--- src/sv/hds_pkg.sv ---
// shared types, constants and helpers for the heat diffusion stencil
package hds_pkg;

    localparam int HEAT_BITS      = 16;
    localparam int SUM_BITS       = HEAT_BITS + 3;
    localparam int DECAY_BITS     = 16;
    localparam int CFG_DIM_BITS   = 11;
    localparam int APB_DATA_BITS  = 32;
    localparam int PADDR_BITS     = 4;
    localparam int DEF_MAX_WIDTH  = 1024;
    localparam int DEF_MAX_HEIGHT = 1024;

    localparam logic [CFG_DIM_BITS-1:0] RST_FRAME_WIDTH  = CFG_DIM_BITS'(640);
    localparam logic [CFG_DIM_BITS-1:0] RST_FRAME_HEIGHT = CFG_DIM_BITS'(480);
    localparam logic [DECAY_BITS-1:0]   RST_DECAY        = DECAY_BITS'(65470);

    typedef enum logic [1:0] {
        REG_FRAME_WIDTH  = 2'd0,
        REG_FRAME_HEIGHT = 2'd1,
        REG_DECAY        = 2'd2
    } t_reg_idx;

    typedef logic signed [HEAT_BITS-1:0] t_heat;
    typedef logic signed [SUM_BITS-1:0]  t_sum_val;

    // one column of the window, index 0 is the oldest row
    typedef t_heat [2:0] t_col;

    typedef struct packed {
        t_heat heat_in;
        logic  is_pad;
    } t_in;

    typedef struct packed {
        t_heat heat_out;
        logic  frame_done;
    } t_out;

    typedef struct packed {
        t_sum_val sum;
        logic     last;
    } t_sum;

    function automatic t_sum_val col_sum(input t_col col, input logic [2:0] keep);
        t_sum_val acc;
        acc = '0;
        for (int k = 0; k < 3; k++) begin
            if (keep[k]) begin
                acc = acc + SUM_BITS'(signed'(col[k]));
            end
        end
        return acc;
    endfunction

endpackage

--- src/sv/hds_scale.sv ---
// decay multiply, floor shift and saturation, with output register
module hds_scale (
    input  logic                            i_clk,
    input  logic                            i_rst_n,
    input  logic                            i_valid,
    output logic                            o_stall,
    input  hds_pkg::t_sum                   i_sum,
    input  logic [hds_pkg::DECAY_BITS-1:0]  i_decay,
    output logic                            o_valid,
    input  logic                            i_stall,
    output hds_pkg::t_out                   o_data
);
    import hds_pkg::*;

    localparam int PROD_BITS = SUM_BITS + DECAY_BITS + 1;
    localparam int SHIFT     = DECAY_BITS + 3;
    localparam int Q_BITS    = PROD_BITS - SHIFT;

    logic                        r_a_vld;
    t_sum                        r_a;
    logic                        r_b_vld;
    logic signed [PROD_BITS-1:0] r_prod;
    logic                        r_b_last;
    logic                        r_out_vld;
    t_out                        r_out;

    logic                        out_ready;
    logic                        b_ready;
    logic                        a_ready;
    logic signed [PROD_BITS-1:0] n_prod;
    logic signed [Q_BITS-1:0]    q;
    logic                        q_fits;
    t_heat                       n_heat;

    assign out_ready = !r_out_vld || !i_stall;
    assign b_ready   = !r_b_vld || out_ready;
    assign a_ready   = !r_a_vld || b_ready;
    assign o_stall   = !a_ready;

    always_comb begin
        n_prod = PROD_BITS'(r_a.sum) * PROD_BITS'($signed({1'b0, i_decay}));
    end

    // arithmetic shift gives the floor
    always_comb begin
        q      = r_prod[PROD_BITS-1:SHIFT];
        q_fits = (q[Q_BITS-1:HEAT_BITS-1] == '0) || (q[Q_BITS-1:HEAT_BITS-1] == '1);
        if (q_fits) begin
            n_heat = q[HEAT_BITS-1:0];
        end else if (q[Q_BITS-1]) begin
            n_heat = {1'b1, {(HEAT_BITS-1){1'b0}}};
        end else begin
            n_heat = {1'b0, {(HEAT_BITS-1){1'b1}}};
        end
    end

    always_ff @(posedge i_clk) begin
        if (!i_rst_n) begin
            r_a_vld   <= 1'b0;
            r_b_vld   <= 1'b0;
            r_out_vld <= 1'b0;
        end else begin
            if (a_ready) begin
                r_a_vld <= i_valid;
            end
            if (b_ready) begin
                r_b_vld <= r_a_vld;
            end
            if (out_ready) begin
                r_out_vld <= r_b_vld;
            end
        end
    end

    always_ff @(posedge i_clk) begin
        if (a_ready && i_valid) begin
            r_a <= i_sum;
        end
        if (b_ready && r_a_vld) begin
            r_prod   <= n_prod;
            r_b_last <= r_a.last;
        end
        if (out_ready && r_b_vld) begin
            r_out.heat_out   <= n_heat;
            r_out.frame_done <= r_b_last;
        end
    end

    assign o_valid = r_out_vld;
    assign o_data  = r_out;

endmodule

--- config.mk ---
export PLATFORM = sky130hd
export DESIGN_NAME = hds_scale
export DESIGN_NICKNAME = d
export VERILOG_FILES = /design/src/sv/hds_pkg.sv /design/src/sv/hds_scale.sv
export SDC_FILE = /design/constraint.sdc
export NUM_CORES = 1
export LEC_CHECK = 0
export ABC_AREA = 1
export BUFFER_PORTS_ARGS = -buffer_cell sky130_fd_sc_hd__buf_2
export CAP_MARGIN = 20
export CORE_MARGIN = 3
export CORE_UTILIZATION = 65
export CTS_CLUSTER_DIAMETER = 50
export DETAILED_ROUTE_END_ITERATION = 6
export HOLD_SLACK_MARGIN = 0.1
export PLACE_DENSITY_LB_ADDON = 0.1
export SLEW_MARGIN = 20
export SYNTH_ARGS = -nofsm -noshare
export SYNTH_HDL_FRONTEND = slang
export SYNTH_SLANG_ARGS = --single-unit
--- constraint.sdc ---
create_clock -name i_clk -period 8.58 [get_ports i_clk]
set_input_delay 0.858 -clock i_clk [delete_from_list [all_inputs] [get_ports i_clk]]
set_output_delay 0.858 -clock i_clk [all_outputs]
set_load 0.1 [all_outputs]
# == After elaboration in Yosys (flattened, before gate mapping) ==
# Index checks and enable logic that the tools add are counted.
# totals
reg_bits,77
output_inout_bits,19
word_cells,26
# op_classes
n_reduce_logical,13
multipliers,1
muxes,2
n_eq_ne,1
# op_table
operator,n
$mul A19 B17 Y36,1
$mux W16,2
$logic_not A1 Y1,5
$logic_or A1 B1 Y1,4
$logic_and A1 B1 Y1,3
$eq A2 B2 Y1 const B,1
$logic_not A2 Y1,1

# == Longest topological paths before layout ==
# Gate-level depths: netlist of the first run.
# logic_depth
depth_word,5
ltp_mapped,29
ltp_nobuf,27

# == Worst setup path after synthesis of the first run ==
# OpenSTA, ideal clock, no wires.
# synth_timing
path_kind,input -> register
from,input port i_decay[4] (netlist bit)
to,"register r_prod[35], data pin"
path_slack_ns,2.218
t_required_ns,8.328
cell_stages,23
setup_time_ns,0.252
arrival_time_ns,6.110
path_buffers,2
cell_sequence,clkbuf_1 -> clkbuf_1 -> nand2_1 -> fa_1 -> inv_1 -> fa_1 -> inv_1 -> fa_1 -> fa_1 -> inv_1 -> fa_1 -> inv_1 -> fa_1 -> inv_1 -> ha_1 -> inv_1 -> o21ai_0 -> o21ai_0 -> nand2_1 -> a21oi_1 -> nand2_1 -> nand2_1 -> nand2_1
# synth_via
elab_chain_cells,1
# synth_lines
element,line,text
"start, declared",hds_scale.sv:8,"input logic [hds_pkg::DECAY_BITS-1:0] i_decay,"
$mul A19 B17 Y36,hds_scale.sv:41,"n_prod = PROD_BITS'(r_a.sum) * PROD_BITS'($signed({1'b0, i_decay}));"
net n_prod[35],hds_scale.sv:30,logic signed [PROD_BITS-1:0] n_prod;
"end signal, assigned",hds_scale.sv:80,r_prod <= n_prod;
"end, declared",hds_scale.sv:22,logic signed [PROD_BITS-1:0] r_prod;
# The timed path passes the listed nets, and every way through them passes these cells.
# A chain may end at the register's enable or synchronous reset.

# == Worst setup path in the final report of the first run ==
# layout_timing
from,input port i_decay[2] (netlist bit)
to,"register r_prod[35], data pin"
# The elaborated chain is that of the path after synthesis.

==> flow_metrics.py, run 1 <==
metrics = {
    "setup_path": {
        "cpMaxStageDelayCell": "fa_1",
        "crit_type": "input pin to register",
        "worst_setup_path_start_kind": "input pin",
        "end_kind": "register",
        "required_ps": 8690,
        "arrival_ps": 6350,
        "path_cells": "buf_2 -> nand2_1 -> fa_1 -> inv_1 -> fa_1 -> inv_1 -> fa_1 -> fa_1 -> inv_1 -> fa_1 -> inv_1 -> fa_1 -> inv_1 -> ha_1 -> inv_1 -> o21ai_0 -> o21ai_0 -> nand2_1 -> a21oi_1 -> nand2_1 -> nand2_1 -> nand2_1",
        "cp.buffers_inverters": 7,
        "reg2reg_depth": 21,
        "crit_path_max_fanout": 19,
        "path_depth": 22,
        "crit_family": "adder cells",
        "critPathMaxStageDelay_ps": 790,
    },
    "global_routing": {
        "grt_pass1_wl_um": 55610,
        "grt_use_total_pct": 29.60,
        "grt_max_degree": 20,
        "antenna_found_initial": 0,
        "grt-ovfl-total": 0,
        "grt_pass1_vias": 11478,
    },
    "clocking": {
        "cts.clk_slew.worst_paths_ps": 60,
        "numCtsBuffers": 9,
        "htreeDepth": 3,
        "clock_sinks": 58,
        "clkLatencyLatePin_ps": 350,
        "cts_tree": "built",
        "postCtsSetupBuffers": 0,
        "clk_root_buffer_cell": "clkbuf_16",
        "cts.repair.resized": 0,
        "hold_buffers": 0,
        "clk_path_buf_depth": 2,
    },
    "routing": {
        "vias": 10633,
        "drc": 0,
        "wirelength_um": 32240,
        "postRouteAntennaNets": 0,
        "drt-initial-drc-count": 630,
        "wl_per_cell_um": 15.65,
        "drt_pass1_iterations": 6,
        "vias_per_cell": 5.162,
    },
    "place": {
        "io_buffers": 58,
        "dpl_cell_area_sq_um": 14530,
        "dp_hpwl_um": 26900,
        "place_ws_ps": 2001,
        "gp_congestion": 0.8956,
    },
    "logic_synthesis": {
        "ys_ff_latch": 58,
        "yosys-top-cells-area": "fa_1 (43%), inv_1 (15%), nand2_1 (14%)",
        "syn_inst": 1780,
        "synth_top_area_cell": "fa_1",
        "syn_avg_cell_area_sq_um": 7.944,
        "synth_cell_type_count": 27,
        "synth.net_count": 2216,
        "syn_area_sq_um": 14140,
        "synth_warnings": 0,
        "synth_top_area_share_pct": 43.18,
        "ys_seq_area_share_pct": 12.10,
    },
    "min_path": {
        "whs_path_depth": 0,
        "hold_path_class": "register to register",
    },
    "timing": {
        "period_share_pct": 72.72,
        "fin_worst_skew_ps": 19.23,
        "post-route-min-period_ps": 6240,
        "hold_viol": 0,
        "slew_violations": 0,
        "worstMarginPinSlew_ps": 843.4,
        "fin_ws_ps": 2340,
        "rsz0062_at_grt": "false",
        "setup_tns_ps": 0,
        "holdWs_ps": 417.3,
        "finalSetupViolations": 0,
        "relSlewSlack_pct": 43.77,
        "fmax_mhz": 160.3,
    },
    "die": {
        "rows": 53,
        "initial_core_util_pct": 66.64,
        "ios": 59,
        "fp.dieW_um": 153.5,
        "die_y_um": 153.5,
        "die_area_sq_um": 23560,
        "core_region_area_sq_um": 21220,
    },
    "final_layout": {
        "syn_to_final_growth_pct": 4.982,
        "finalNetCount": 2216,
        "fin_area_sq_um": 14850,
        "layout-drive-gt1-share_pct": 5.098,
        "antenna_cells": 0,
    },
    "run": {
        "maxCapViolations": 0,
    },
    "run_status": {
        "status": "completed",
    },
}
==> cells in the final DEF (no fill, tap or decap) <==
cell / instances
nor3_1: 3
nor2_4: 1
nand2_1: 516
buf_4: 2
inv_1: 573
clkinvlp_4: 1
xnor2_1: 3
clkinv_2: 2
a21oi_1: 40
and3_1: 4
fa_1: 305
nor2_1: 43
nand3_1: 24
xor2_1: 2
nor2_2: 4
edfxtp_1: 55
and2_1: 3
or2_2: 2
buf_2: 58
nor3_2: 1
dfxtp_1: 3
nand2_2: 6
inv_2: 2
o21bai_1: 1
bufinv_16: 2
clkbuf_16: 9
clkbuf_8: 1
o21ai_0: 25
ha_1: 91
a31oi_1: 1
o21ai_1: 1
clkbuf_1: 1
==> area by class of cell <==
type                            instances  area, sq um
Tap cell                              275        344.1
Sequential cell                        58         1712
Multi-Input combinational cell       1076        10010
Clock inverter                          5        77.57
Inverter                              575         2158
Fill cell                            1865         6375
Timing Repair Buffer                   60        305.3
Clock buffer                           11        242.7
==> cell families (layout without fill, tap and decap cells) <==
family | Yosys count | in the layout | synth area share, %
xor+xnor | 5 | 5 | 0.3097
flops | 58 | 58 | 12.10
fa+ha+maj | 396 | 396 | 51.23
compound gates | 68 | 68 | 2.433
simple gates | 607 | 607 | 16.77
buf+inv | 646 | 651 | 17.16
==> cell usage after synthesis (all sizes together) <==
master	instances
a21oi	40
a31oi	1
and2	3
and3	4
buf	2
clkbuf	69
dfxtp	3
edfxtp	55
fa	305
ha	91
inv	575
nand2	522
nand3	24
nor2	48
nor3	4
o21ai	26
o21bai	1
or2	2
xnor2	3
xor2	2
==> sequential cells by signal, summed over array words and instances (netlist names) <==
name and cells:
r_a 20, o_data 17, r_prod 17, o_valid 1
r_a_vld 1, r_b_last 1, r_b_vld 1
==> through the flow <==
stage	cells	utilization, %
finish	2060	69.96
global route	2060	69.96
CTS	2060	69.96
detailed placement	2044	68.45
global placement	2044	68.45
floorplan	1780	-
==> layer usage <==
layer / up-vias / GRT usage [%] / wire length, um
li1: 4957 / - / -
met1: 5284 / 37.73 / 12710
met2: 324 / 53.73 / 16910
met3: 68 / 2.983 / 1706
met4: 0 / 9.125 / 919
met5: - / 0 / 0
==> path summary, 6_finish.rpt <==
path              startpoint    endpoint  slack [ps]
setup / recovery  i_decay[2]  r_prod[35]        2340
hold / removal      r_b_last   o_data[0]         420
setup reg to reg     r_a[19]  r_prod[35]        2410
hold reg to reg     r_b_last   o_data[0]         420
Power of run 1 is not shown: default switching activity piles up to over one toggle a cycle in this logic, so the estimate is an artifact.
==> run 2, diff against run 1 <==
--- a/config.mk
+++ b/config.mk
@@ -9,7 +9,7 @@
 export BUFFER_PORTS_ARGS = -buffer_cell sky130_fd_sc_hd__buf_2
 export CAP_MARGIN = 20
 export CORE_MARGIN = 3
-export CORE_UTILIZATION = 65
+export CORE_UTILIZATION = 59
 export CTS_CLUSTER_DIAMETER = 50
 export DETAILED_ROUTE_END_ITERATION = 6
 export HOLD_SLACK_MARGIN = 0.1
==> constraint.sdc (replaced) <==
create_clock -name i_clk -period 5.4 [get_ports i_clk]
set_input_delay 0.54 -clock i_clk [delete_from_list [all_inputs] [get_ports i_clk]]
set_output_delay 0.54 -clock i_clk [all_outputs]
set_load 0.1 [all_outputs]
==> run 2 against run 1 <==
Net effect:
- the run now ends with negative setup slack left
- via count rose by 8.9%
- cell area grew 19%
- highest routed layer unchanged
- clock-buffer cell count decreased by 1
- global-route usage decreased by 0.47 points
- critical path depth stayed put
- first-iteration DRC count rose by 27%
==> flow_metrics.py, run 2 (same netlist as run 1, synthesis figures left out) <==
metrics = {
    "run_status": {
        "status": "finished with violations",
        "violations": "negative setup slack",
    },
    "die": {
        "rows": 56,
        "fp.dieW_um": 160.8,
        "die_area_sq_um": 25860,
        "ios": 59,
        "initial_core_util_pct": 60.07,
        "die_y_um": 160.8,
        "core_region_area_sq_um": 23540,
    },
    "setup_path": {
        "end_kind": "register",
        "path_cells": "buf_12 -> buf_8 -> nand2_4 -> fa_1 -> inv_2 -> fa_2 -> buf_4 -> buf_6 -> inv_2 -> fa_2 -> fa_1 -> fa_2 -> fa_1 -> inv_2 -> ha_4 -> nand2_2 -> nor2_4 -> and2_4 -> and3_1 -> nand2_1 -> nand3_1 -> nand2_1",
        "critPathMaxStageDelay_ps": 660,
        "worst_setup_path_start_kind": "register",
        "crit_path_max_fanout": 6,
        "crit_type": "register to register",
        "arrival_ps": 5680,
        "r2r_slack_ps": -170,
        "cpMaxStageDelayCell": "fa_2",
        "required_ps": 5510,
    },
    "timing": {
        "post-route-min-period_ps": 5569,
        "worstMarginPinSlew_ps": 737.4,
        "rsz0062_at_grt": "true",
        "fin_worst_skew_ps": 10.09,
        "relSlewSlack_pct": 50.78,
        "fin_ws_ps": -169.2,
        "period_share_pct": 103.1,
        "fmax_mhz": 179.6,
        "finalSetupViolations": 12,
        "slew_violations": 0,
        "hold_viol": 0,
    },
    "routing": {
        "drc": 0,
        "postRouteAntennaNets": 0,
        "wirelength_um": 37220,
        "drt_pass1_iterations": 6,
        "vias_per_cell": 5.072,
        "vias": 11584,
        "drt-initial-drc-count": 803,
        "wl_per_cell_um": 16.30,
    },
    "final_layout": {
        "final_common_cell": "inv_1",
        "syn_to_final_growth_pct": 25.11,
        "largest_reg_flops": 20,
        "antenna_cells": 0,
        "regMostFlops": "r_a",
        "final-instance-count-excl-fill": 2284,
        "mostFrequentLayoutCells": "inv_1 (535), nand2_1 (461), fa_1 (287)",
        "finalNetCount": 2396,
        "layout-drive-gt1-share_pct": 24.58,
    },
    "global_routing": {
        "antenna_found_initial": 0,
        "grt_pass1_vias": 12503,
        "grt_max_degree": 19,
        "grt_util_met1_pct": 35.56,
        "grt_pass1_wl_um": 59710,
        "grt-busiest-layer": "met2",
        "grt-ovfl-total": 0,
        "use_met2_pct": 53.89,
        "met3_usage_pct": 3.044,
        "grt_use_total_pct": 29.13,
    },
    "clocking": {
        "clk_path_buf_depth": 2,
        "numCtsBuffers": 9,
        "clk_root_buffer_cell": "clkbuf_16",
        "clock_sinks": 58,
        "htreeDepth": 3,
        "clkLatencyLatePin_ps": 350,
        "cts.clk_slew.worst_paths_ps": 60,
        "hold_buffers": 0,
        "cts_tree": "built",
    },
    "place": {
        "dp_hpwl_um": 29620,
        "io_buffers": 58,
        "dp_cells": 2229,
        "gp_congestion": 0.8971,
    },
    "run": {
        "maxCapViolations": 0,
    },
    "min_path": {
        "hold_path_class": "input pin to register",
    },
}
## run 2: cell types whose count changed in the layout (fill, tap and decap cells not counted), sizes merged
cell | previous run | this run
buf | 60 | 235
clkinv | 2 | 0
inv | 575 | 576
bufinv | 2 | 4
clkbuf | 11 | 15
## run 2: worst max-delay path, delay by kind of cell, from the launching register on
family,cells,cell delay (ps)
adders and majority gates,7,3460
buffers and inverters,7,620
DFF,1,370
and+or+nand+nor,8,830
## run 2: path summary, 6_finish.rpt
check,depth (start not counted),start,end
max reg2reg,22,r_a[19],r_prod[31]
min,1,i_sum[12],r_a[12]
min reg2reg,0,r_b_last,o_data[0]
max,22,r_a[19],r_prod[31]
## run 2: routing by layer
metal,up-vias,wire length (um),share of wire [%]
met4,0,1426,3.8
met5,-,0,0
met2,378,19940,54
li1,5325,-,-
met3,95,1740,4.7
met1,5786,14120,38
## run 2: area by class of cell
type / instances / area, sq um
Timing Repair Buffer: 240 / 1971
Clock buffer: 10 / 239.0
Multi-Input combinational cell: 1076 / 11070
Clock inverter: 6 / 136.4
Tap cell: 319 / 399.1
Inverter: 575 / 2161
Sequential cell: 58 / 1712
Fill cell: 1708 / 5851
## run 2: per-stage QoR
| step | setup TNS (ps) | setup slack, ps | utilization [%] | area (sq um) | hold slack, ps |
|---|---|---|---|---|---|
| after global routing | -3664 | -339.1 | 75.15 | 17690 | 359.3 |
| after floorplan | -52.48 | -22.43 | - | 14280 | 400.3 |
| after CTS | -24.85 | -22.64 | 71.13 | 16740 | 353.4 |
| final | -1084 | -169.2 | 75.15 | 17690 | 358.0 |
| after detailed placement | -5288 | -448.9 | 67.27 | 15840 | 422.4 |
| after global placement | -4980 | -433.7 | 67.27 | 15840 | 400.4 |
## run 2: repair_timing
item / in CTS / in global routing
gates cloned: 0 / 3
pin swaps: 69 / 105
gates resized for setup: 115 / 191
setup buffers: 13 / 24
endpoints found under the setup margin: 16 / 17
Power of run 2 is left out for the same reason.
