--- src/sv/hds_pkg.sv ---
// shared types, constants and helpers for the heat diffusion stencil
package hds_pkg;

    localparam int HEAT_BITS      = 16;
    localparam int SUM_BITS       = HEAT_BITS + 3;
    localparam int DECAY_BITS     = 16;
    localparam int CFG_DIM_BITS   = 11;
    localparam int APB_DATA_BITS  = 32;
    localparam int PADDR_BITS     = 4;
    localparam int DEF_MAX_WIDTH  = 1024;
    localparam int DEF_MAX_HEIGHT = 1024;

    localparam logic [CFG_DIM_BITS-1:0] RST_FRAME_WIDTH  = CFG_DIM_BITS'(640);
    localparam logic [CFG_DIM_BITS-1:0] RST_FRAME_HEIGHT = CFG_DIM_BITS'(480);
    localparam logic [DECAY_BITS-1:0]   RST_DECAY        = DECAY_BITS'(65470);

    typedef enum logic [1:0] {
        REG_FRAME_WIDTH  = 2'd0,
        REG_FRAME_HEIGHT = 2'd1,
        REG_DECAY        = 2'd2
    } t_reg_idx;

    typedef logic signed [HEAT_BITS-1:0] t_heat;
    typedef logic signed [SUM_BITS-1:0]  t_sum_val;

    // one column of the window, index 0 is the oldest row
    typedef t_heat [2:0] t_col;

    typedef struct packed {
        t_heat heat_in;
        logic  is_pad;
    } t_in;

    typedef struct packed {
        t_heat heat_out;
        logic  frame_done;
    } t_out;

    typedef struct packed {
        t_sum_val sum;
        logic     last;
    } t_sum;

    function automatic t_sum_val col_sum(input t_col col, input logic [2:0] keep);
        t_sum_val acc;
        acc = '0;
        for (int k = 0; k < 3; k++) begin
            if (keep[k]) begin
                acc = acc + SUM_BITS'(signed'(col[k]));
            end
        end
        return acc;
    endfunction

endpackage

--- src/sv/hds_column_cell.sv ---
// one window column cell: holds a column, passes it on, gives its masked sum
module hds_column_cell (
    input  logic          i_clk,
    input  logic          i_rst_n,
    input  logic          i_shift,
    input  hds_pkg::t_col i_col,
    input  logic [2:0]    i_keep,
    output hds_pkg::t_col o_col,
    output hds_pkg::t_sum_val o_part
);
    import hds_pkg::*;

    t_col r_col;
    t_col n_col;

    always_comb begin
        n_col = i_shift ? i_col : r_col;
    end

    always_ff @(posedge i_clk) begin
        if (!i_rst_n) begin
            r_col <= '0;
        end else begin
            r_col <= n_col;
        end
    end

    assign o_col  = r_col;
    assign o_part = col_sum(r_col, i_keep);

endmodule

--- config.mk ---
export PLATFORM = sky130hd
export DESIGN_NAME = hds_column_cell
export DESIGN_NICKNAME = d
export VERILOG_FILES = /design/src/sv/hds_pkg.sv /design/src/sv/hds_column_cell.sv
export SDC_FILE = /design/constraint.sdc
export NUM_CORES = 1
export LEC_CHECK = 0
export BUFFER_PORTS_ARGS = -buffer_cell sky130_fd_sc_hd__buf_2
export CAP_MARGIN = 10
export CORE_UTILIZATION = 43
export CTS_BUF_LIST = sky130_fd_sc_hd__clkbuf_16
export DETAILED_ROUTE_END_ITERATION = 10
export HOLD_SLACK_MARGIN = 0.05
export PLACE_DENSITY = 0.67
export REMOVE_ABC_BUFFERS = 1
export SLEW_MARGIN = 20
export SYNTH_ARGS = -nofsm -noshare
export SYNTH_HDL_FRONTEND = slang
export SYNTH_SLANG_ARGS = --single-unit
--- constraint.sdc ---
create_clock -name i_clk -period 16.6 [get_ports i_clk]
set_input_delay 1.66 -clock i_clk [delete_from_list [all_inputs] [get_ports i_clk]]
set_output_delay 1.66 -clock i_clk [all_outputs]
set_load 0.03 [all_outputs]
Word level (Yosys, flattened, before mapping)
Index checks and enable logic that the tools add are counted.
{"block": "word_totals", "mem_count": 0, "rom_bits": 0, "ramBits": 0, "latch_bits": 0, "output_inout_bits": 67, "reg_bits": 48}
{"block": "classes", "div_mod_pow": 0, "eq_ne": 0, "bitwise_logic": 0, "shifts": 0, "reduce_logical": 0, "n_addsub": 2, "n_mux": 3, "n_lt_le_gt_ge": 0, "multipliers": 0}
{"op": "$mux 19", "n": 3}
{"op": "$add 19x16->19", "n": 2}

Depth between registers and ports, before layout
Gate-level depths: netlist (run 1).
{"block": "logic_depth", "ltp_word": 5, "ltp_mapped": 23, "ltp_nobuf": 20}

Worst setup path before layout (run 1)
Ideal clock, no wire load.
{"block": "synth_timing", "kind": "input port to output port", "startpoint": "input i_keep[0]", "endpoint": "output o_part[18]", "slack_ns": 8.561, "cell_stages": 22, "n_path_buf": 3, "arrival_time_ns": 6.379, "required_time_ns": 14.940, "path_cell_list": "buf_6 buf_2 clkbuf_1 and2_1 ha_1 a41oi_2 a211oi_1 a311oi_1 o221ai_1 a2111oi_0 a41o_1 o21ai_1 o21ai_0 ha_1 a21o_1 a221oi_1 and3_1 a311oi_1 a41oi_1 xnor2_1 nand2_1 xor2_1"}
{"block": "synth_via", "elab_chain_len": 5}
{"item": "start: declaration", "line": "hds_column_cell.sv:7", "source": "input logic [2:0] i_keep,"}
{"item": "$mux 19 (*)", "line": "hds_pkg.sv:48", "source": "if (keep[k]) begin"}
{"item": "$add 19x16->19", "line": "hds_pkg.sv:49", "source": "acc = acc + SUM_BITS'(signed'(col[k]));"}
{"item": "$mux 19 (*)", "line": "hds_pkg.sv:48"}
{"item": "$add 19x16->19", "line": "hds_pkg.sv:49"}
{"item": "$mux 19 (*)", "line": "hds_pkg.sv:48"}
{"item": "end: declaration", "line": "hds_column_cell.sv:9", "source": "output hds_pkg::t_sum_val o_part"}
Every way passes the cells marked *; elsewhere a longest branch is shown, timed or not.

Final worst setup path (run 1)
Same ends and word-level chain as after synthesis.

==> summary.log, run 1 <==
[floorplanning] ports placed on the boundary 121
[clocking] buffer levels on the longest clock path 2
[setup_path] required time worst endpoint 14.94 ns
[power_and_ir_drop] leakage power 0.00248 uW
[sta] share of the clock period used by the worst path after layout 49.7%
[setup_path] cell seen most often among critical-path stages sky130_fd_sc_hd__ha_1
[route] total iterations of the first detailed-routing run 4
[sta] achievable frequency 0.121 GHz
[sta] setup total negative slack 0 ns
[synthesis] Yosys warning count 0
[route] remaining antenna violation count after routing 0
[floorplanning] die height 100 um
[finish] number of nets in the final layout 675
[setup_path] sum of buffers and inverters on the critical path 3
[route] count of routing violations after the opening detailed-route iteration 207
[setup_path] Critical Path End Type primary output
[setup_path] cell with the biggest individual delay on the critical path sky130_fd_sc_hd__a221oi_1
[sta] number of hold violations in the final report 0
[floorplanning] initial core utilization 44.6%
[global_route] met1 Resource Use GR 26.4%
[flow_run] MaxCap Viol Count 0
[finish] number of diodes 0
[clocking] library cell used as clock root buffer sky130_fd_sc_hd__clkbuf_16
[clocking] number of sinks driven by the clock tree 48
[synthesis] compound-gate portion of the synthesized area 19.6%
[global_route] met3 Use GR 2.58%
[global_route] global-route wire length before repair 16100 um
[synthesis] average instance area after synthesis 8.50 um2
[floorplanning] number of placement rows 35
[clocking] setup fix buffers added after clock tree synthesis 0
[placed_design] Placed Cells 711
[synthesis] asr flop ratio synth 0%
[synthesis] sequential cell area fraction in the yosys report 23.2%
[clocking] clock-pin slew of the registers on the worst-case setup and hold paths 0.07 ns
[power_and_ir_drop] worst supply voltage drop on vdd 42.9 uV
[synthesis] area share of fa/ha/maj cells after synthesis 9.85%
[clocking] htree depth 2
[setup_path] type of the worst setup path input pin to primary output
[route] vias per cell 5.26
[outcome] outcome completed
[finish] area added between synthesis and finish 20.9%
[synthesis] parity-gate share of the synthesized area counting xor and xnor cells 7.41%
[global_route] Global Route Usage Sum 19.9%
[setup_path] crit start category input pin
[setup_path] cell breakdown of the critical path buf_2, and2_1, ha_1, ha_1, inv_1, a211oi_1, o211ai_1, o221ai_1, a2111oi_0, a41o_1, o21ai_1, o21ai_0, ha_1, a21o_1, a221oi_1, and3_1, a311oi_1, a41oi_1, xnor2_1, nand2_1, xor2_1, buf_2
[sta] final worst path period need 8.26 ns
[synthesis] count of cell types in the netlist 60
[sta] normalized max-slew margin 48.8%
[synthesis] area of the mapped netlist 4140 um2
[global_route] largest net degree at the start of global routing 49
[sta] unrepaired setup endpoints after global routing no
[placed_design] post-detail-place hpwl 7570 um
[setup_path] Top delay family on crit path compound AO/OA/AOI/OAI gates
[finish] fill cell count 921
[setup_path] biggest fanout along the worst timing path 28
[global_route] global routing met2 resource utilization 33.5%
[route] post-detailed-routing wire length 9900 um
[global_route] number of global-route vias before repair 3451
[placed_design] setup slack after placement 8.36 ns
[finish] max reg flops 48
[floorplanning] width of the die 100 um
[floorplanning] Total Die Area 10000 um2
[synthesis] synthesis-stage register bit count 48
[route] DRC errors left 0
[worst_hold_path] type of the tightest min-delay check register to register
[finish] leading cell types in the layout, fill and taps excluded 120 x sky130_fd_sc_hd__buf_2, 51 x sky130_fd_sc_hd__nor2b_1, 51 x sky130_fd_sc_hd__mux2i_1
[synthesis] Cells after Synth 487
[finish] fin cells 719
[global_route] routing layer with the top usage in global route met2
[clocking] number of gates resized after cts 0
[synthesis] most frequently used flop master after synthesis sky130_fd_sc_hd__dfxtp_1
[finish] layout cell share with drive strength beyond 1 26.9%
[sta] final-report max-slew violation count 0
[sta] final worst-path setup slack 8.34 ns
[clocking] insertion delay of the later-clocked pin in the worst-skew pair 0.29 ns
[clocking] CTS tree yes
[synthesis] synthesized-area fraction occupied by and/or/nand/nor cells 19.4%
[finish] most common cell after layout, fill and taps aside sky130_fd_sc_hd__buf_2
[route] vias after detailed routing 3784
[sta] final setup vio count 0
[synthesis] multiplexer area fraction after synthesis 16.1%
[global_route] total overflow reported by the global router 0
[floorplanning] CORE AREA 9280 um2
[sta] worst-case clock skew 0 ns
[clocking] number of buffers added by the clock tree synthesis step 5
[setup_path] delay of the slowest cell on the worst path 0.52 ns
[setup_path] worst endpoint data arrival time 6.60 ns
[finish] final design utilization 53.9%
[clocking] hold-fix buffer count after cts 0
[sta] measured slew at the worst slew-check pin 0.768 ns
[synthesis] largest family of logic cells by synthesized area compound AO/OA/AOI/OAI gates
[power_and_ir_drop] cell area power density 79.7 nW/um2
[route] drt wl/cell 13.8 um
[global_route] initial antenna violation count 0
[placed_design] number of port buffers 120
[placed_design] final weighted congestion in routability-driven placement 0.838
[synthesis] number of synthesized flops with an enable pin 0
[power by group]
group	switching [uW]	total, uW	internal (uW)
sequential	9.08	131	122
combinational	72.4	119	47.0
clock	46.4	148	102
total	128	399	271
[kinds of logic after synthesis]
family | Yosys count
adder cells (fa/ha/maj) | 32
flip-flops | 48
buffers and inverters | 42
AO/OA/AOI/OAI | 112
multiplexers | 65
XOR/XNOR | 35
AND/OR/NAND/NOR | 153
[layer usage]
layer  vias to the layer above  wire length (um)
met5                         -                 0
met4                         0               204
met3                        16               412
met2                       106              4620
met1                      1724              4660
li1                       1938                 -
[layout make-up]
cell class                      count  area (um2)  share of cell area, %
Inverter                           16        60.1                   1.20
Clock buffer                        5         125                   2.50
Timing Repair Buffer              121         608                   12.2
Clock inverter                      3        90.1                   1.80
Multi-Input combinational cell    397        3000                   59.9
Sequential cell                    48         961                   19.2
Tap cell                          129         161                   3.23
[stage by stage]
step / area (um2) / hold slack (ns) / total power [uW]
2_1_floorplan: 4020 / 0.648 / 216
3_3_place_gp: 4790 / 0.519 / 251
3_5_place_dp: 4790 / 0.537 / 253
4_1_cts: 5000 / 0.547 / 402
5_1_grt: 5000 / 0.569 / 417
6_report: 5000 / 0.542 / 399
[worst paths after layout]
path              startpoint         end  slack (ns)  cells past startpoint
setup / recovery   i_keep[0]  o_part[18]        8.34                     22
hold / removal     o_col[11]   o_col[11]        0.54                      2
setup reg to reg   o_col[23]   o_col[23]       15.68                      2
hold reg to reg    o_col[11]   o_col[11]        0.54                      2
[worst register-to-register path, stage by stage (launching register included)]
cell                      delay, ns
sky130_fd_sc_hd__dfxtp_1       0.59
sky130_fd_sc_hd__mux2i_1       0.13
sky130_fd_sc_hd__nor2b_1       0.14
[cells in the mapped netlist, types with 3 or more instances]
library cell,number,area (um2)
sky130_fd_sc_hd__mux2i_1,51,510
sky130_fd_sc_hd__nor2b_1,51,319
sky130_fd_sc_hd__dfxtp_1,48,961
sky130_fd_sc_hd__nand2_1,36,135
sky130_fd_sc_hd__ha_1,31,388
sky130_fd_sc_hd__a21oi_1,27,135
sky130_fd_sc_hd__nor2_1,25,93.8
sky130_fd_sc_hd__o21ai_0,20,100
sky130_fd_sc_hd__xnor2_1,19,166
sky130_fd_sc_hd__xor2_1,16,140
sky130_fd_sc_hd__clkbuf_1,15,56.3
sky130_fd_sc_hd__inv_1,15,56.3
sky130_fd_sc_hd__mux2_2,14,158
sky130_fd_sc_hd__a21o_1,9,67.6
sky130_fd_sc_hd__nand2b_1,9,56.3
sky130_fd_sc_hd__nand3_1,7,35.0
sky130_fd_sc_hd__a211oi_1,6,45.0
sky130_fd_sc_hd__buf_2,6,30.0
sky130_fd_sc_hd__nor3_1,5,25.0
sky130_fd_sc_hd__o211ai_1,5,37.5
sky130_fd_sc_hd__a22oi_1,4,30.0
sky130_fd_sc_hd__and2_1,4,25.0
sky130_fd_sc_hd__and3_1,4,25.0
sky130_fd_sc_hd__o21a_1,4,30.0
sky130_fd_sc_hd__o21ai_1,4,20.0
sky130_fd_sc_hd__or3_1,4,25.0
sky130_fd_sc_hd__buf_1,3,11.3
No activity file was read; power rests on OpenSTA's default activity.
==> run 2, diff against run 1 <==
ABC_AREA = 1   (was unset)
clock period = 8.3 ns   (was 16.6 ns; I/O delays follow)
==> summary.log, run 2 <==
[synthesis] Cells after Synth 698 [+43%]
[synthesis] count of cell types in the netlist 40 [-33%]
[route] vias per cell 5.07 [-3.7%]
[route] drt wl/cell 13.5 um [-2.3%]
[clocking] number of buffers added by the clock tree synthesis step 5 [unchanged]
[synthesis] synthesis-stage register bit count 48 [unchanged]
[setup_path] worst endpoint data arrival time 4.58 ns [-2.02 ns]
[synthesis] area of the mapped netlist 4200 um2 [+1.5%]
[flow_run] MaxCap Viol Count 0 [unchanged]
[synthesis] sequential cell area fraction in the yosys report 22.9% [-0.35 points]
[synthesis] cell with the most instances after synthesis sky130_fd_sc_hd__nand2_1
[global_route] global-route wire length before repair 20800 um [+29%]
[worst_hold_path] startpoint of the tightest hold check path o_col[23]
[floorplanning] number of placement rows 35 [unchanged]
[finish] number of diodes 0 [unchanged]
[power_and_ir_drop] cell area power density 154 nW/um2 [+93%]
[setup_path] Top delay family on crit path simple AND/OR/NAND/NOR gates
[sta] number of hold violations in the final report 0 [unchanged]
[clocking] htree depth 2 [unchanged]
[sta] setup total negative slack 0 ns [unchanged]
[global_route] number of global-route vias before repair 4501 [+30%]
[setup_path] type of the worst setup path input pin to primary output
[route] remaining antenna violation count after routing 0 [unchanged]
[sta] final setup vio count 0 [unchanged]
[sta] share of the clock period used by the worst path after layout 65.2%
[route] vias after detailed routing 4716 [+25%]
[floorplanning] Total Die Area 10200 um2 [+1.5%]
[synthesis] average instance area after synthesis 6.02 um2 [-29%]
[clocking] CTS tree yes
[setup_path] delay of the slowest cell on the worst path 0.44 ns [-0.08 ns]
[placed_design] post-detailed-placement cell area 4850 um2 [+1.3%]
[setup_path] cell with the biggest individual delay on the critical path sky130_fd_sc_hd__buf_2
[setup_path] Critical Path End Type primary output
[clocking] library cell used as clock root buffer sky130_fd_sc_hd__clkbuf_16
[sta] worst-case clock skew 0 ns [unchanged]
[clocking] buffer levels on the longest clock path 2 [unchanged]
[route] DRC errors left 0 [unchanged]
[synthesis] largest cells by area after synthesis sky130_fd_sc_hd__dfxtp_1 23%, sky130_fd_sc_hd__nand2_1 14%, sky130_fd_sc_hd__nor2_1 11%
[sta] unrepaired setup endpoints after global routing no
[floorplanning] CORE AREA 9370 um2 [+0.94%]
[outcome] outcome completed
[finish] most common cell after layout, fill and taps aside sky130_fd_sc_hd__nand2_1
[global_route] largest net degree at the start of global routing 56 [+14%]
[finish] number of nets in the final layout 887 [+31%]
[placed_design] post-detail-place hpwl 9830 um [+30%]
[finish] layout cell share with drive strength beyond 1 19.0% [-8.0 points]
[sta] normalized max-slew margin 38.3% [-10 points]
[floorplanning] die height 101 um [+0.74%]
[global_route] initial antenna violation count 0 [unchanged]
[synthesis] most frequently used flop master after synthesis sky130_fd_sc_hd__dfxtp_1
[placed_design] final weighted congestion in routability-driven placement 0.950 [+13%]
[clocking] hold-fix buffer count after cts 0 [unchanged]
[clocking] number of sinks driven by the clock tree 48 [unchanged]
[setup_path] sum of buffers and inverters on the critical path 6 [+3]
[clocking] insertion delay of the later-clocked pin in the worst-skew pair 0.29 ns [about the same]
[synthesis] asr flop ratio synth 0% [unchanged]
[clocking] setup fix buffers added after clock tree synthesis 0 [unchanged]
[sta] measured slew at the worst slew-check pin 0.924 ns [+0.155 ns]
[route] total iterations of the first detailed-routing run 4 [unchanged]
[setup_path] required time worst endpoint 7.47 ns [-7.47 ns]
[finish] area added between synthesis and finish 18.8%
[sta] final-report max-slew violation count 0 [unchanged]
[clocking] clock-pin slew of the registers on the worst-case setup and hold paths 0.06 ns [about the same]
[setup_path] beginning of the worst register-to-register path o_col[47]
[setup_path] biggest fanout along the worst timing path 26 [-7.1%]
[sta] final worst path period need 5.41 ns
[power_and_ir_drop] worst supply voltage drop on vdd 82.4 uV [+92%]
[synthesis] number of synthesized flops with an enable pin 0 [unchanged]
[floorplanning] initial core utilization 44.8% [+0.25 points]
[finish] max reg flops 48 [unchanged]
[clocking] number of gates resized after cts 0 [unchanged]
[sta] achievable frequency 0.185 GHz
[placed_design] number of port buffers 120 [unchanged]
[setup_path] Worst setup startpoint i_keep[0]
[finish] leading cell types in the layout, fill and taps excluded 160 x sky130_fd_sc_hd__nand2_1, 120 x sky130_fd_sc_hd__buf_2, 118 x sky130_fd_sc_hd__nor2_1
[route] post-detailed-routing wire length 12500 um [+27%]
[finish] final design utilization 53.2% [-0.65 points]
[setup_path] crit start category input pin
[synthesis] area share of the largest cell type after synthesis 22.9% [-0.35 points]
[route] count of routing violations after the opening detailed-route iteration 193 [-6.8%]
[synthesis] list of most frequent post-synthesis cells 160 x sky130_fd_sc_hd__nand2_1, 118 x sky130_fd_sc_hd__nor2_1, 70 x sky130_fd_sc_hd__inv_1
[worst_hold_path] type of the tightest min-delay check register to register
[finish] Final Instance Area 4990 um2 [-0.28%]
[synthesis] area leader, netlist sky130_fd_sc_hd__dfxtp_1
[global_route] Global Route Usage Sum 25.7% [+5.7 points]
[floorplanning] ports placed on the boundary 121 [unchanged]
[global_route] total overflow reported by the global router 0 [unchanged]
[synthesis] Yosys warning count 0 [unchanged]
[power_and_ir_drop] leakage power 0.00277 uW [+12%]
[floorplanning] width of the die 101 um [+0.74%]
run 2: cell types whose count changed after synthesis, moves of 49 or more:
cell,previous run,this run
sky130_fd_sc_hd__nor2_1,25,118
sky130_fd_sc_hd__nor2b_1,51,0
sky130_fd_sc_hd__inv_1,15,70
sky130_fd_sc_hd__mux2i_1,51,0
sky130_fd_sc_hd__nand2_1,36,160
sky130_fd_sc_hd__nand3_1,7,56
run 2: final timing paths:
| check | slack, ns | cells after the start | endpoint |
|---|---|---|---|
| worst max-delay path | 2.89 | 27 | o_part[18] |
| worst min-delay path | 0.50 | 2 | o_col[23] |
| worst max register to register | 7.52 | 2 | o_col[47] |
| worst min register to register | 0.50 | 2 | o_col[23] |
run 2: report_power, final:
part | internal (uW) | switching, uW | total [uW] | leakage, uW
Sequential | 247 | 15.3 | 262 | 0.000399
Combinational | 98.4 | 208 | 307 | 0.00229
Clock | 110 | 88.7 | 199 | 0.0000764
Total | 455 | 312 | 767 | 0.00277
run 2: worst register-to-register path, stage by stage (launching register included):
cell and delay [ns]:
sky130_fd_sc_hd__dfxtp_1 0.47, sky130_fd_sc_hd__inv_1 0.10, sky130_fd_sc_hd__a21oi_1 0.14
run 2: metal layers:
metal	share of wire, %	routed length (um)	track usage [%]
met1	48	6020	34.3
met2	46	5800	43.7
met3	4.1	514	3.12
met4	1.5	189	6.58
met5	0	0	0
run 2: kinds of logic (layout without fill, tap and decap cells):
family          Yosys count  in the layout  share of synthesized area (%)
simple gates            379            379                           38.7
compound gates          127            127                           16.2
flops                    48             48                           22.9
xor+xnor                 16             16                           3.34
buf+inv                  96            200                           9.17
fa+ha+maj                32             32                           9.71
run 2: final cells by class:
class                      count  area (um2)
sequential                    48         961
clock buffer                   5         125
multi-input combinational    554        2860
inverter                      72         270
clock inverter                 3        16.3
timing repair buffer         120         601
fill                        1034        4380
tap                          129         161
run 2: per-stage QoR:
step / power (uW) / setup slack [ns] / hold WS [ns] / instances
after floorplan: 478 / 3.77 / 0.618 / 674
after global placement: 569 / 2.91 / 0.495 / 923
after detailed placement: 572 / 2.92 / 0.490 / 923
after CTS: 774 / 2.92 / 0.501 / 931
after global routing: 820 / 2.46 / 0.547 / 931
final: 767 / 2.89 / 0.499 / 931
